==> src/sv/ssr_pkg.sv <==
// ---------------------------------------------------------------------------
// ssr_pkg
// Shared types, codes and the segment font for the serial refresh block.
// ---------------------------------------------------------------------------
package ssr_pkg;

	// number of digit positions that number writes fill
	localparam int DigitCount = 8;
	// digit position counter, holds 0 .. DigitCount
	localparam int PosW       = 4;

	localparam logic [7:0] SEG_MINUS = 8'h01;
	localparam logic [7:0] SEG_BLANK = 8'h00;

	// digit segment store, entry p is sent at address p + 1
	typedef logic [7:0][7:0] seg_arr_t;

	// input word kinds carried on tuser
	typedef enum logic [2:0] {
		REQ_TICK   = 3'd0,
		REQ_RAW    = 3'd1,
		REQ_HEX    = 3'd2,
		REQ_HEXNUM = 3'd3,
		REQ_DEC    = 3'd4
	} req_kind_t;

	// configuration register indexes
	typedef enum logic [2:0] {
		CFG_PERIOD = 3'd0,
		CFG_DECODE = 3'd1,
		CFG_INTENS = 3'd2,
		CFG_SCAN   = 3'd3,
		CFG_NORMAL = 3'd4,
		CFG_TEST   = 3'd5
	} cfg_idx_t;

	// commands from the controller
	typedef struct packed {
		logic step;
		logic wr_raw;
		logic wr_hex;
		logic wr_hexnum;
		logic load_dec;
		logic mul;
		logic dig;
		logic fill;
		logic done;
	} cmd_t;

	// status back to the controller
	typedef struct packed {
		logic dig_last;
		logic fill_done;
	} sts_t;

	// line levels and pass count
	typedef struct packed {
		logic [15:0] pass;
		logic        sdata;
		logic        sclk;
		logic        cs;
	} pins_t;

	function automatic logic [7:0] hex_font(input logic [3:0] d);
		logic [7:0] s;
		case (d)
			4'h0: s = 8'h7E;
			4'h1: s = 8'h30;
			4'h2: s = 8'h6D;
			4'h3: s = 8'h79;
			4'h4: s = 8'h33;
			4'h5: s = 8'h5B;
			4'h6: s = 8'h5F;
			4'h7: s = 8'h70;
			4'h8: s = 8'h7F;
			4'h9: s = 8'h7B;
			4'hA: s = 8'h77;
			4'hB: s = 8'h1F;
			4'hC: s = 8'h0D;
			4'hD: s = 8'h3D;
			4'hE: s = 8'h4F;
			4'hF: s = 8'h47;
			default: s = 8'h00;
		endcase
		return s;
	endfunction

endpackage

==> src/sv/ssr_ctrl.sv <==
// ---------------------------------------------------------------------------
// ssr_ctrl
// Item controller: input handshake, decimal formatting sequence, output valid.
// ---------------------------------------------------------------------------
module ssr_ctrl (
	input  logic                clk,
	input  logic                arst_n,
	input  logic                s_tvalid,
	output logic                s_tready,
	input  logic [2:0]          kind,
	input  logic                m_tready,
	output logic                m_tvalid,
	input  ssr_pkg::sts_t       sts,
	output ssr_pkg::cmd_t       cmd
);
	import ssr_pkg::*;

	typedef enum logic [3:0] {
		ST_IDLE = 4'b0001,
		ST_DMUL = 4'b0010,
		ST_DDIG = 4'b0100,
		ST_FILL = 4'b1000
	} st_t;

	st_t  state_q, state_d;
	logic accept;
	logic m_tvalid_q;

	// take a word only when idle and the output register is free
	assign s_tready = (state_q == ST_IDLE) && (!m_tvalid_q || m_tready);
	assign accept   = s_tvalid && s_tready;
	assign m_tvalid = m_tvalid_q;

	// command decode and next state
	always_comb begin
		cmd     = '0;
		state_d = state_q;
		case (state_q)
			ST_IDLE: begin
				if (accept) begin
					case (req_kind_t'(kind))
						REQ_TICK: begin
							cmd.step = 1'b1;
							cmd.done = 1'b1;
						end
						REQ_RAW: begin
							cmd.wr_raw = 1'b1;
							cmd.done   = 1'b1;
						end
						REQ_HEX: begin
							cmd.wr_hex = 1'b1;
							cmd.done   = 1'b1;
						end
						REQ_HEXNUM: begin
							cmd.wr_hexnum = 1'b1;
							cmd.done      = 1'b1;
						end
						REQ_DEC: begin
							cmd.load_dec = 1'b1;
							state_d      = ST_DMUL;
						end
						default: cmd.done = 1'b1;
					endcase
				end
			end
			ST_DMUL: begin
				cmd.mul = 1'b1;
				state_d = ST_DDIG;
			end
			ST_DDIG: begin
				cmd.dig = 1'b1;
				state_d = sts.dig_last ? ST_FILL : ST_DMUL;
			end
			ST_FILL: begin
				cmd.fill = 1'b1;
				if (sts.fill_done) begin
					cmd.done = 1'b1;
					state_d  = ST_IDLE;
				end
			end
			default: state_d = ST_IDLE;
		endcase
	end

	// state and output valid
	always_ff @(posedge clk or negedge arst_n) begin
		if (!arst_n) begin
			state_q    <= ST_IDLE;
			m_tvalid_q <= 1'b0;
		end else begin
			state_q <= state_d;
			if (cmd.done)
				m_tvalid_q <= 1'b1;
			else if (m_tready)
				m_tvalid_q <= 1'b0;
		end
	end

endmodule

==> src/sv/ssr_digits.sv <==
// ---------------------------------------------------------------------------
// ssr_digits
// Digit segment store with raw, hex and decimal writers; the decimal writer
// divides by ten with a reciprocal multiply, one digit per multiply and digit step.
// ---------------------------------------------------------------------------
module ssr_digits (
	input  logic               clk,
	input  logic               arst_n,
	input  ssr_pkg::cmd_t      cmd,
	input  logic [2:0]         position,
	input  logic [31:0]        value,
	input  logic               zero_fill,
	output ssr_pkg::sts_t      sts,
	output ssr_pkg::seg_arr_t  digits
);
	import ssr_pkg::*;

	localparam logic [31:0] RECIP10 = 32'hCCCC_CCCD;

	seg_arr_t        seg_q;
	logic [31:0]     mag_q;
	logic [28:0]     prod_q;
	logic [PosW-1:0] pos_q;
	logic            neg_q;
	logic            zf_q;
	logic [63:0]     prod_full;
	logic [31:0]     q_ext;
	logic [31:0]     q_times10;
	logic [31:0]     rem_full;
	logic [3:0]      rem;

	assign digits = seg_q;

	// quotient and remainder of the current magnitude by ten
	assign prod_full = mag_q * RECIP10;
	assign q_ext     = {3'b000, prod_q};
	assign q_times10 = (q_ext << 3) + (q_ext << 1);
	assign rem_full  = mag_q - q_times10;
	assign rem       = rem_full[3:0];

	assign sts.dig_last  = (pos_q == PosW'(DigitCount - 1)) || (!zf_q && (prod_q == '0));
	assign sts.fill_done = (pos_q == PosW'(DigitCount));

	// decimal working registers
	always_ff @(posedge clk) begin
		if (cmd.load_dec) begin
			mag_q <= value[31] ? (32'd0 - value) : value;
			neg_q <= value[31];
			zf_q  <= zero_fill;
			pos_q <= '0;
		end
		if (cmd.mul)
			prod_q <= prod_full[63:35];
		if (cmd.dig) begin
			mag_q <= q_ext;
			pos_q <= pos_q + PosW'(1);
		end
		if (cmd.fill && !sts.fill_done) begin
			neg_q <= 1'b0;
			pos_q <= pos_q + PosW'(1);
		end
	end

	// segment store writes
	always_ff @(posedge clk or negedge arst_n) begin
		if (!arst_n) begin
			seg_q <= '0;
		end else begin
			if (cmd.wr_raw)
				seg_q[position] <= value[7:0];
			if (cmd.wr_hex)
				seg_q[position] <= hex_font(value[3:0]);
			if (cmd.wr_hexnum) begin
				for (int i = 0; i < DigitCount; i++)
					seg_q[i] <= hex_font(value[4*i +: 4]);
			end
			if (cmd.dig)
				seg_q[pos_q[2:0]] <= hex_font(rem);
			if (cmd.fill && !sts.fill_done)
				seg_q[pos_q[2:0]] <= neg_q ? SEG_MINUS : SEG_BLANK;
		end
	end

endmodule

==> src/sv/ssr_shifter.sv <==
// ---------------------------------------------------------------------------
// ssr_shifter
// Control settings and the bit-timing sequencer that shifts address/data
// words out on select, clock and data lines, one step per tick.
// ---------------------------------------------------------------------------
module ssr_shifter (
	input  logic               clk,
	input  logic               arst_n,
	input  logic               cfg_we,
	input  logic [2:0]         cfg_index,
	input  logic [15:0]        cfg_data,
	input  logic               step,
	input  ssr_pkg::seg_arr_t  digits,
	output ssr_pkg::pins_t     pins,
	output ssr_pkg::pins_t     pins_nxt
);
	import ssr_pkg::*;

	typedef enum logic [7:0] {
		PH_IDLE  = 8'b0000_0001,
		PH_START = 8'b0000_0010,
		PH_LEAD  = 8'b0000_0100,
		PH_SETUP = 8'b0000_1000,
		PH_RISE  = 8'b0001_0000,
		PH_END   = 8'b0010_0000,
		PH_TAIL  = 8'b0100_0000,
		PH_HOLD  = 8'b1000_0000
	} phase_t;

	localparam logic [3:0] ADDR_DECODE = 4'd9;
	localparam logic [3:0] ADDR_INTENS = 4'd10;
	localparam logic [3:0] ADDR_SCAN   = 4'd11;
	localparam logic [3:0] ADDR_NORMAL = 4'd12;
	localparam logic [3:0] ADDR_TEST   = 4'd15;

	logic [15:0] period_q;
	logic [7:0]  decode_q;
	logic [3:0]  intens_q;
	logic [2:0]  scan_q;
	logic        normal_q;
	logic        test_q;

	phase_t      phase_q, phase_d;
	logic [4:0]  bit_q, bit_d;
	logic [3:0]  ridx_q, ridx_d;
	logic [15:0] word_q, word_d;
	logic [15:0] start_q, start_d;
	logic [15:0] tick_q, tick_d;
	logic [15:0] pass_q, pass_d;
	logic        cs_q, cs_d, sclk_q, sclk_d, sdata_q, sdata_d;

	logic [15:0] half;
	logic [15:0] elapsed;
	logic [4:0]  idx_inc;
	logic [3:0]  next_idx;
	logic        next_wrap;
	logic [3:0]  idx_m1;
	logic [7:0]  next_data;
	logic [4:0]  bit_inc;

	// configuration writes
	always_ff @(posedge clk or negedge arst_n) begin
		if (!arst_n) begin
			period_q <= 16'd16;
			decode_q <= 8'd0;
			intens_q <= 4'd8;
			scan_q   <= 3'd7;
			normal_q <= 1'b1;
			test_q   <= 1'b0;
		end else if (cfg_we) begin
			case (cfg_idx_t'(cfg_index))
				CFG_PERIOD: period_q <= cfg_data;
				CFG_DECODE: decode_q <= cfg_data[7:0];
				CFG_INTENS: intens_q <= cfg_data[3:0];
				CFG_SCAN:   scan_q   <= cfg_data[2:0];
				CFG_NORMAL: normal_q <= cfg_data[0];
				CFG_TEST:   test_q   <= cfg_data[0];
				default: ;
			endcase
		end
	end

	// next register address: 13 and 14 skipped, wrap after 15 to 1
	always_comb begin
		idx_inc   = {1'b0, ridx_q} + 5'd1;
		next_wrap = 1'b0;
		if (idx_inc == 5'd13)
			idx_inc = 5'd15;
		if (idx_inc[4]) begin
			idx_inc   = 5'd1;
			next_wrap = 1'b1;
		end
		next_idx = idx_inc[3:0];
	end

	// data byte for that address
	assign idx_m1 = next_idx - 4'd1;
	always_comb begin
		if (next_idx inside {[4'd1:4'd8]}) begin
			next_data = digits[idx_m1[2:0]];
		end else begin
			case (next_idx)
				ADDR_DECODE: next_data = decode_q;
				ADDR_INTENS: next_data = {4'd0, intens_q};
				ADDR_SCAN:   next_data = {5'd0, scan_q};
				ADDR_NORMAL: next_data = {7'd0, normal_q};
				ADDR_TEST:   next_data = {7'd0, test_q};
				default:     next_data = 8'd0;
			endcase
		end
	end

	assign half    = period_q >> 1;
	assign elapsed = tick_d - start_q;
	assign bit_inc = bit_q + 5'd1;

	// sequencer step
	always_comb begin
		phase_d = phase_q;
		bit_d   = bit_q;
		ridx_d  = ridx_q;
		word_d  = word_q;
		start_d = start_q;
		tick_d  = tick_q;
		pass_d  = pass_q;
		cs_d    = cs_q;
		sclk_d  = sclk_q;
		sdata_d = sdata_q;
		if (step) begin
			tick_d = tick_q + 16'd1;
			case (phase_q)
				PH_IDLE: begin
					ridx_d  = next_idx;
					word_d  = {4'd0, next_idx, next_data};
					if (next_wrap)
						pass_d = pass_q + 16'd1;
					phase_d = PH_START;
				end
				PH_START: begin
					cs_d    = 1'b0;
					sclk_d  = 1'b0;
					sdata_d = 1'b0;
					bit_d   = 5'd0;
					start_d = tick_d;
					phase_d = PH_LEAD;
				end
				PH_LEAD: begin
					if (elapsed >= period_q)
						phase_d = PH_SETUP;
				end
				PH_SETUP: begin
					sdata_d = word_q[4'd15 - bit_q[3:0]];
					sclk_d  = 1'b0;
					start_d = tick_d;
					phase_d = PH_RISE;
				end
				PH_RISE: begin
					if (elapsed >= half) begin
						sclk_d  = 1'b1;
						phase_d = PH_END;
					end
				end
				PH_END: begin
					if (elapsed >= period_q) begin
						bit_d = bit_inc;
						if (bit_inc[4]) begin
							sclk_d  = 1'b0;
							start_d = tick_d;
							phase_d = PH_TAIL;
						end else begin
							phase_d = PH_SETUP;
						end
					end
				end
				PH_TAIL: begin
					if (elapsed >= half) begin
						cs_d    = 1'b1;
						start_d = tick_d;
						phase_d = PH_HOLD;
					end
				end
				PH_HOLD: begin
					if (elapsed >= half)
						phase_d = PH_IDLE;
				end
				default: phase_d = PH_IDLE;
			endcase
		end
	end

	// sequencer registers
	always_ff @(posedge clk or negedge arst_n) begin
		if (!arst_n) begin
			phase_q <= PH_IDLE;
			bit_q   <= '0;
			ridx_q  <= '0;
			word_q  <= '0;
			start_q <= '0;
			tick_q  <= '0;
			pass_q  <= '0;
			cs_q    <= 1'b1;
			sclk_q  <= 1'b0;
			sdata_q <= 1'b0;
		end else begin
			phase_q <= phase_d;
			bit_q   <= bit_d;
			ridx_q  <= ridx_d;
			word_q  <= word_d;
			start_q <= start_d;
			tick_q  <= tick_d;
			pass_q  <= pass_d;
			cs_q    <= cs_d;
			sclk_q  <= sclk_d;
			sdata_q <= sdata_d;
		end
	end

	assign pins     = '{pass: pass_q, sdata: sdata_q, sclk: sclk_q, cs: cs_q};
	assign pins_nxt = '{pass: pass_d, sdata: sdata_d, sclk: sclk_d, cs: cs_d};

endmodule

==> src/sv/seven_segment_serial_refresh.sv <==
// ---------------------------------------------------------------------------
// seven_segment_serial_refresh
// Tick, raw, hex digit and hex number words: result in the cycle after accept,
// one word per cycle while the result side takes them.
// Decimal words: a multiply step and a digit step per digit in the shared
// divide-by-ten multiplier, then the blanking sweep; one word at a time.
// Reset (arst_n, asynchronous): all settings, digits and the sequencer go to
// their defaults at once; no clearing pass.
// ---------------------------------------------------------------------------
module seven_segment_serial_refresh (
	input  logic        clk,
	input  logic        arst_n,
	input  logic        s_tvalid,
	output logic        s_tready,
	input  logic [39:0] s_tdata,   // position[2:0], value[34:3], zero_fill[35]
	input  logic [2:0]  s_tuser,   // req_type[2:0]
	output logic        m_tvalid,
	input  logic        m_tready,
	output logic [23:0] m_tdata,   // chip_select[0], serial_clock[1], serial_data[2],
	                               // refresh_count[18:3]
	input  logic        cfg_we,
	input  logic [2:0]  cfg_index,
	input  logic [15:0] cfg_data
);
	import ssr_pkg::*;

	cmd_t     cmd;
	sts_t     sts;
	seg_arr_t digits;
	pins_t    pins;
	pins_t    pins_nxt;
	pins_t    out_q;

	ssr_ctrl u_ctrl (
		.clk      (clk),
		.arst_n   (arst_n),
		.s_tvalid (s_tvalid),
		.s_tready (s_tready),
		.kind     (s_tuser),
		.m_tready (m_tready),
		.m_tvalid (m_tvalid),
		.sts      (sts),
		.cmd      (cmd)
	);

	ssr_digits u_digits (
		.clk       (clk),
		.arst_n    (arst_n),
		.cmd       (cmd),
		.position  (s_tdata[2:0]),
		.value     (s_tdata[34:3]),
		.zero_fill (s_tdata[35]),
		.sts       (sts),
		.digits    (digits)
	);

	ssr_shifter u_shifter (
		.clk       (clk),
		.arst_n    (arst_n),
		.cfg_we    (cfg_we),
		.cfg_index (cfg_index),
		.cfg_data  (cfg_data),
		.step      (cmd.step),
		.digits    (digits),
		.pins      (pins),
		.pins_nxt  (pins_nxt)
	);

	// result word register
	always_ff @(posedge clk) begin
		if (cmd.done)
			out_q <= pins_nxt;
	end

	assign m_tdata = {5'd0, out_q.pass, out_q.sdata, out_q.sclk, out_q.cs};

	// a finished non-decimal word shows on the output next cycle
	a_quick_result: assert property (@(posedge clk) disable iff (!arst_n)
		(s_tvalid && s_tready && (s_tuser != REQ_DEC)) |=> m_tvalid)
		else $error("result word missing after a single-cycle word");

	// no new word while a result is stalled
	a_no_overrun: assert property (@(posedge clk) disable iff (!arst_n)
		(m_tvalid && !m_tready) |-> !s_tready)
		else $error("input taken while result register is full");

	// select is released only with the clock line low
	a_cs_release: assert property (@(posedge clk) disable iff (!arst_n)
		$rose(pins.cs) |-> !pins.sclk)
		else $error("chip select released with clock high");

endmodule
==> config.mk <==
export PLATFORM = sky130hd
export DESIGN_NAME = seven_segment_serial_refresh
export DESIGN_NICKNAME = d
export VERILOG_FILES = /design/src/sv/ssr_pkg.sv /design/src/sv/ssr_ctrl.sv /design/src/sv/ssr_digits.sv /design/src/sv/ssr_shifter.sv /design/src/sv/seven_segment_serial_refresh.sv
export SDC_FILE = /design/constraint.sdc
export NUM_CORES = 2
export LEC_CHECK = 0
export BUFFER_PORTS_ARGS = -buffer_cell sky130_fd_sc_hd__buf_2
export CORE_MARGIN = 2
export CORE_UTILIZATION = 50
export CTS_CLUSTER_DIAMETER = 80
export DETAILED_ROUTE_END_ITERATION = 12
export PLACE_DENSITY = 0.75
export SLEW_MARGIN = 20
export SYNTH_ARGS = -nofsm -noshare
export SYNTH_HDL_FRONTEND = slang
export SYNTH_SLANG_ARGS = --single-unit
==> constraint.sdc <==
create_clock -name clk -period 8.7 [get_ports clk]
set_input_delay 0.435 -clock clk [delete_from_list [all_inputs] [get_ports clk]]
set_output_delay 0.435 -clock clk [all_outputs]
set_load 0.01 [all_outputs]
==> impl_results.md <==
* Final Util at 54.5%
* RePlAce Congestion at 1.03
* Most frequent cells in the layout: inv_1, ha_1, fa_1
* Area Overhead vs Synth at 7.39%
* Clk_skew at 0.0443 ns
* Final Max Slew Viols at 0
* Synth area leader: fa_1
* CTS Buf Count at 34
* GRT Util Overall at 27.8%
* Clock Latency Late Sink at 0.58 ns
* Post-DP HPWL at 77800 um
* Routed WL at 95900 um
* # nets final at 4500
* Crit path capture type: register
* CTS Sinks at 264
* DRT iter0 DRCs at 2479
* Vias post-DR at 26400
* Worst R2R Path Depth at 24
* Vias in the first global route at 26600
* Worst Setup SP: u_digits.mag_q[19]
* Chip width at 266 um
* Post-Syn Area at 34200 sq um
* Synth Instances at 3570
* Global-route wire length before repair at 152000 um
* CTS root buf: clkbuf_16
* Port-buffer cells at 83
* Clock-pin slew on the worst setup and hold paths at 0.07 ns
* Period utilization at 92.1%
* Pin count of the biggest net entering global routing at 71
* #FFs+latches synth at 264
* I/O Pins at 93
* DR WL/cell at 21.3 um
* Initial antenna violation count at 8
* Worst reg2reg startpoint: u_digits.mag_q[19]
* Crit Path Max Fanout at 6
* Fin Setup TNS at 0 ns
* CTS tree: built
* Row cnt at 95
* Top post-synthesis cells by area: fa_1, ha_1, dfrtp_1, edfxtp_1, inv_1
* Worst-Margin Slew at 1.14 ns
* Relative slew slack at 23.8%
* Layout cells sized above 1 at 7.86%
* Fmax at 125 MHz
* Sequential share of the synthesized area at 20.5%
* Die Y at 266 um
* DR pass1 iterations at 6
* Outcome: complete, no violations
* Worst setup path end: u_digits.prod_q[22]
* Syn_area_per_cell at 9.59 sq um
* Min Tclk post-route at 8.01 ns
* DRC viols at 0
* CTS Buffer Depth at 3
* RSZ-0062 raised after global routing: no
* Yosys Warn Count at 0
* ANT nets after route at 0
* Reg2reg end: u_digits.prod_q[22]
* Worst EP required at 9.03 ns
* Startpoint Class: register
* Initial Util at 50.7%
* GRT overflow at 0
* Commonest register cell after synthesis: dfrtp_1
* Max Cap Violations at 0
* Die ar. at 70600 sq um
* Crit path kind: register to register
* Count of cell types in the netlist at 86
* Post-synth top area share at 22.6%
* Post-synth EDFFs at 82
* Setup violators final at 0
* CP Data Arrival Time at 8.34 ns
* Core area at 67500 sq um
* Hold Path Class: primary input to register
* Ys async rst share at 67.4%
* Commonest non-fill, non-tap cell in the layout: inv_1
* Clock H-tree levels at 2
* Filler cells at 5888
* Final hold violations at 0
* Vias per cell at 5.87
* R2R Setup Slk at 0.69 ns
* Resize count post-CTS at 0
through the flow:
| step | hold slack (ns) | setup WS (ns) | std cells | instance area, sq um |
|---|---|---|---|---|
| floorplan | 0.139 | 1.71 | 3574 | 34300 |
| global placement | 0.383 | 0.934 | 4437 | 35500 |
| detailed placement | 0.390 | 0.860 | 4437 | 35500 |
| CTS | 0.0167 | 0.810 | 4500 | 36700 |
| global route | 0.0395 | 0.304 | 4501 | 36800 |
| finish | 0.0310 | 0.689 | 4501 | 36800 |
layer usage:
layer	wire length (um)	share of wire (%)	track usage, %	vias to the layer above
met5	95	0.099	0	-
met4	4350	4.5	11.0	14
met3	9160	9.6	5.39	258
met2	42600	44	43.0	1247
met1	39600	41	38.7	12800
li1	-	-	-	12000
timing repair:
item,4_1_cts,5_1_grt
buffers inserted,0,0
hold buffers,1,0
endpoints found under the hold margin,41,0
state kept, by name, indices dropped and copies added, names as in the netlist, 5 cells and up:
signal / flops
u_shifter.decode_q: 8
u_shifter.bit_q: 5
u_digits.mag_q: 32
u_shifter.start_q: 16
m_tdata: 19
u_shifter.phase_q: 8
u_shifter.word_q: 8
u_shifter.pass_q: 16
u_digits.prod_q: 29
u_shifter.period_q: 16
u_digits.digits: 64
u_shifter.tick_q: 16
final cells by class:
cell class,count,area [sq um],share of cell area [%]
Sequential cell,264,7010,19.1
Clock inverter,18,287,0.779
Tap cell,873,1090,2.97
Timing Repair Buffer,115,664,1.81
Multi-Input combinational cell,2558,24400,66.5
Inverter,628,2360,6.41
Antenna cell,1,2.50,0.00681
Clock buffer,44,920,2.50
how the worst min path moves through the flow:
stage,from,to,slack [ns],cells after the start
final,s_tdata[35],u_digits.zf_q,0.03,1
after global routing,s_tdata[35],u_digits.zf_q,0.04,1
after CTS,s_tdata[35],u_digits.zf_q,0.02,1
after detailed placement,arst_n,u_shifter.period_q[8],0.39,1
after global placement,arst_n,u_shifter.period_q[10],0.38,1
after floorplan,arst_n,u_ctrl.m_tvalid,0.14,0
cells in the mapped netlist (47+ instances only):
| cell type | n |
|---|---|
| ha_1 | 445 |
| mux2i_1 | 55 |
| a211oi_1 | 77 |
| fa_1 | 387 |
| a21o_1 | 64 |
| dfrtp_1 | 169 |
| edfxtp_1 | 82 |
| mux2_2 | 47 |
| inv_1 | 620 |
| nand3_1 | 47 |
| o21ai_0 | 196 |
| clkbuf_1 | 101 |
| xor2_1 | 81 |
| nor2_1 | 188 |
| xnor2_1 | 94 |
| a21oi_1 | 186 |
| nand2_1 | 273 |
kinds of logic after synthesis:
logic type | Yosys count | synth area share, %
DFF | 264 | 20.5
muxes | 138 | 5.52
and+or+nand+nor | 742 | 10.2
other | 1 | 0.0110
xor gates and xnor gates | 176 | 4.52
adders and majority gates | 832 | 38.9
buffers and inverters | 752 | 8.37
AOI/OAI and AO/OA | 665 | 12.0
critical path: stages, from the launching register on:
cell and delay, ns:
edfxtp_1 0.59, ha_1 0.61, inv_1 0.16, fa_1 0.53, inv_1 0.05, fa_1 0.49
inv_1 0.07, fa_1 0.52, inv_1 0.06, fa_1 0.59, fa_1 0.45, fa_1 0.49
inv_1 0.05, fa_1 0.47, inv_1 0.04, ha_1 0.34, and4_1 0.24, nor2b_1 0.14
a41oi_1 0.31, nand4_1 0.13, o21ai_0 0.31, o21ai_0 0.29, a41o_1 0.35, a221oi_1 0.35
xnor2_1 0.11
Power is left out: the tool's default activity adds up to more than one toggle a clock period on the data nets, which glitch-free logic cannot reach.
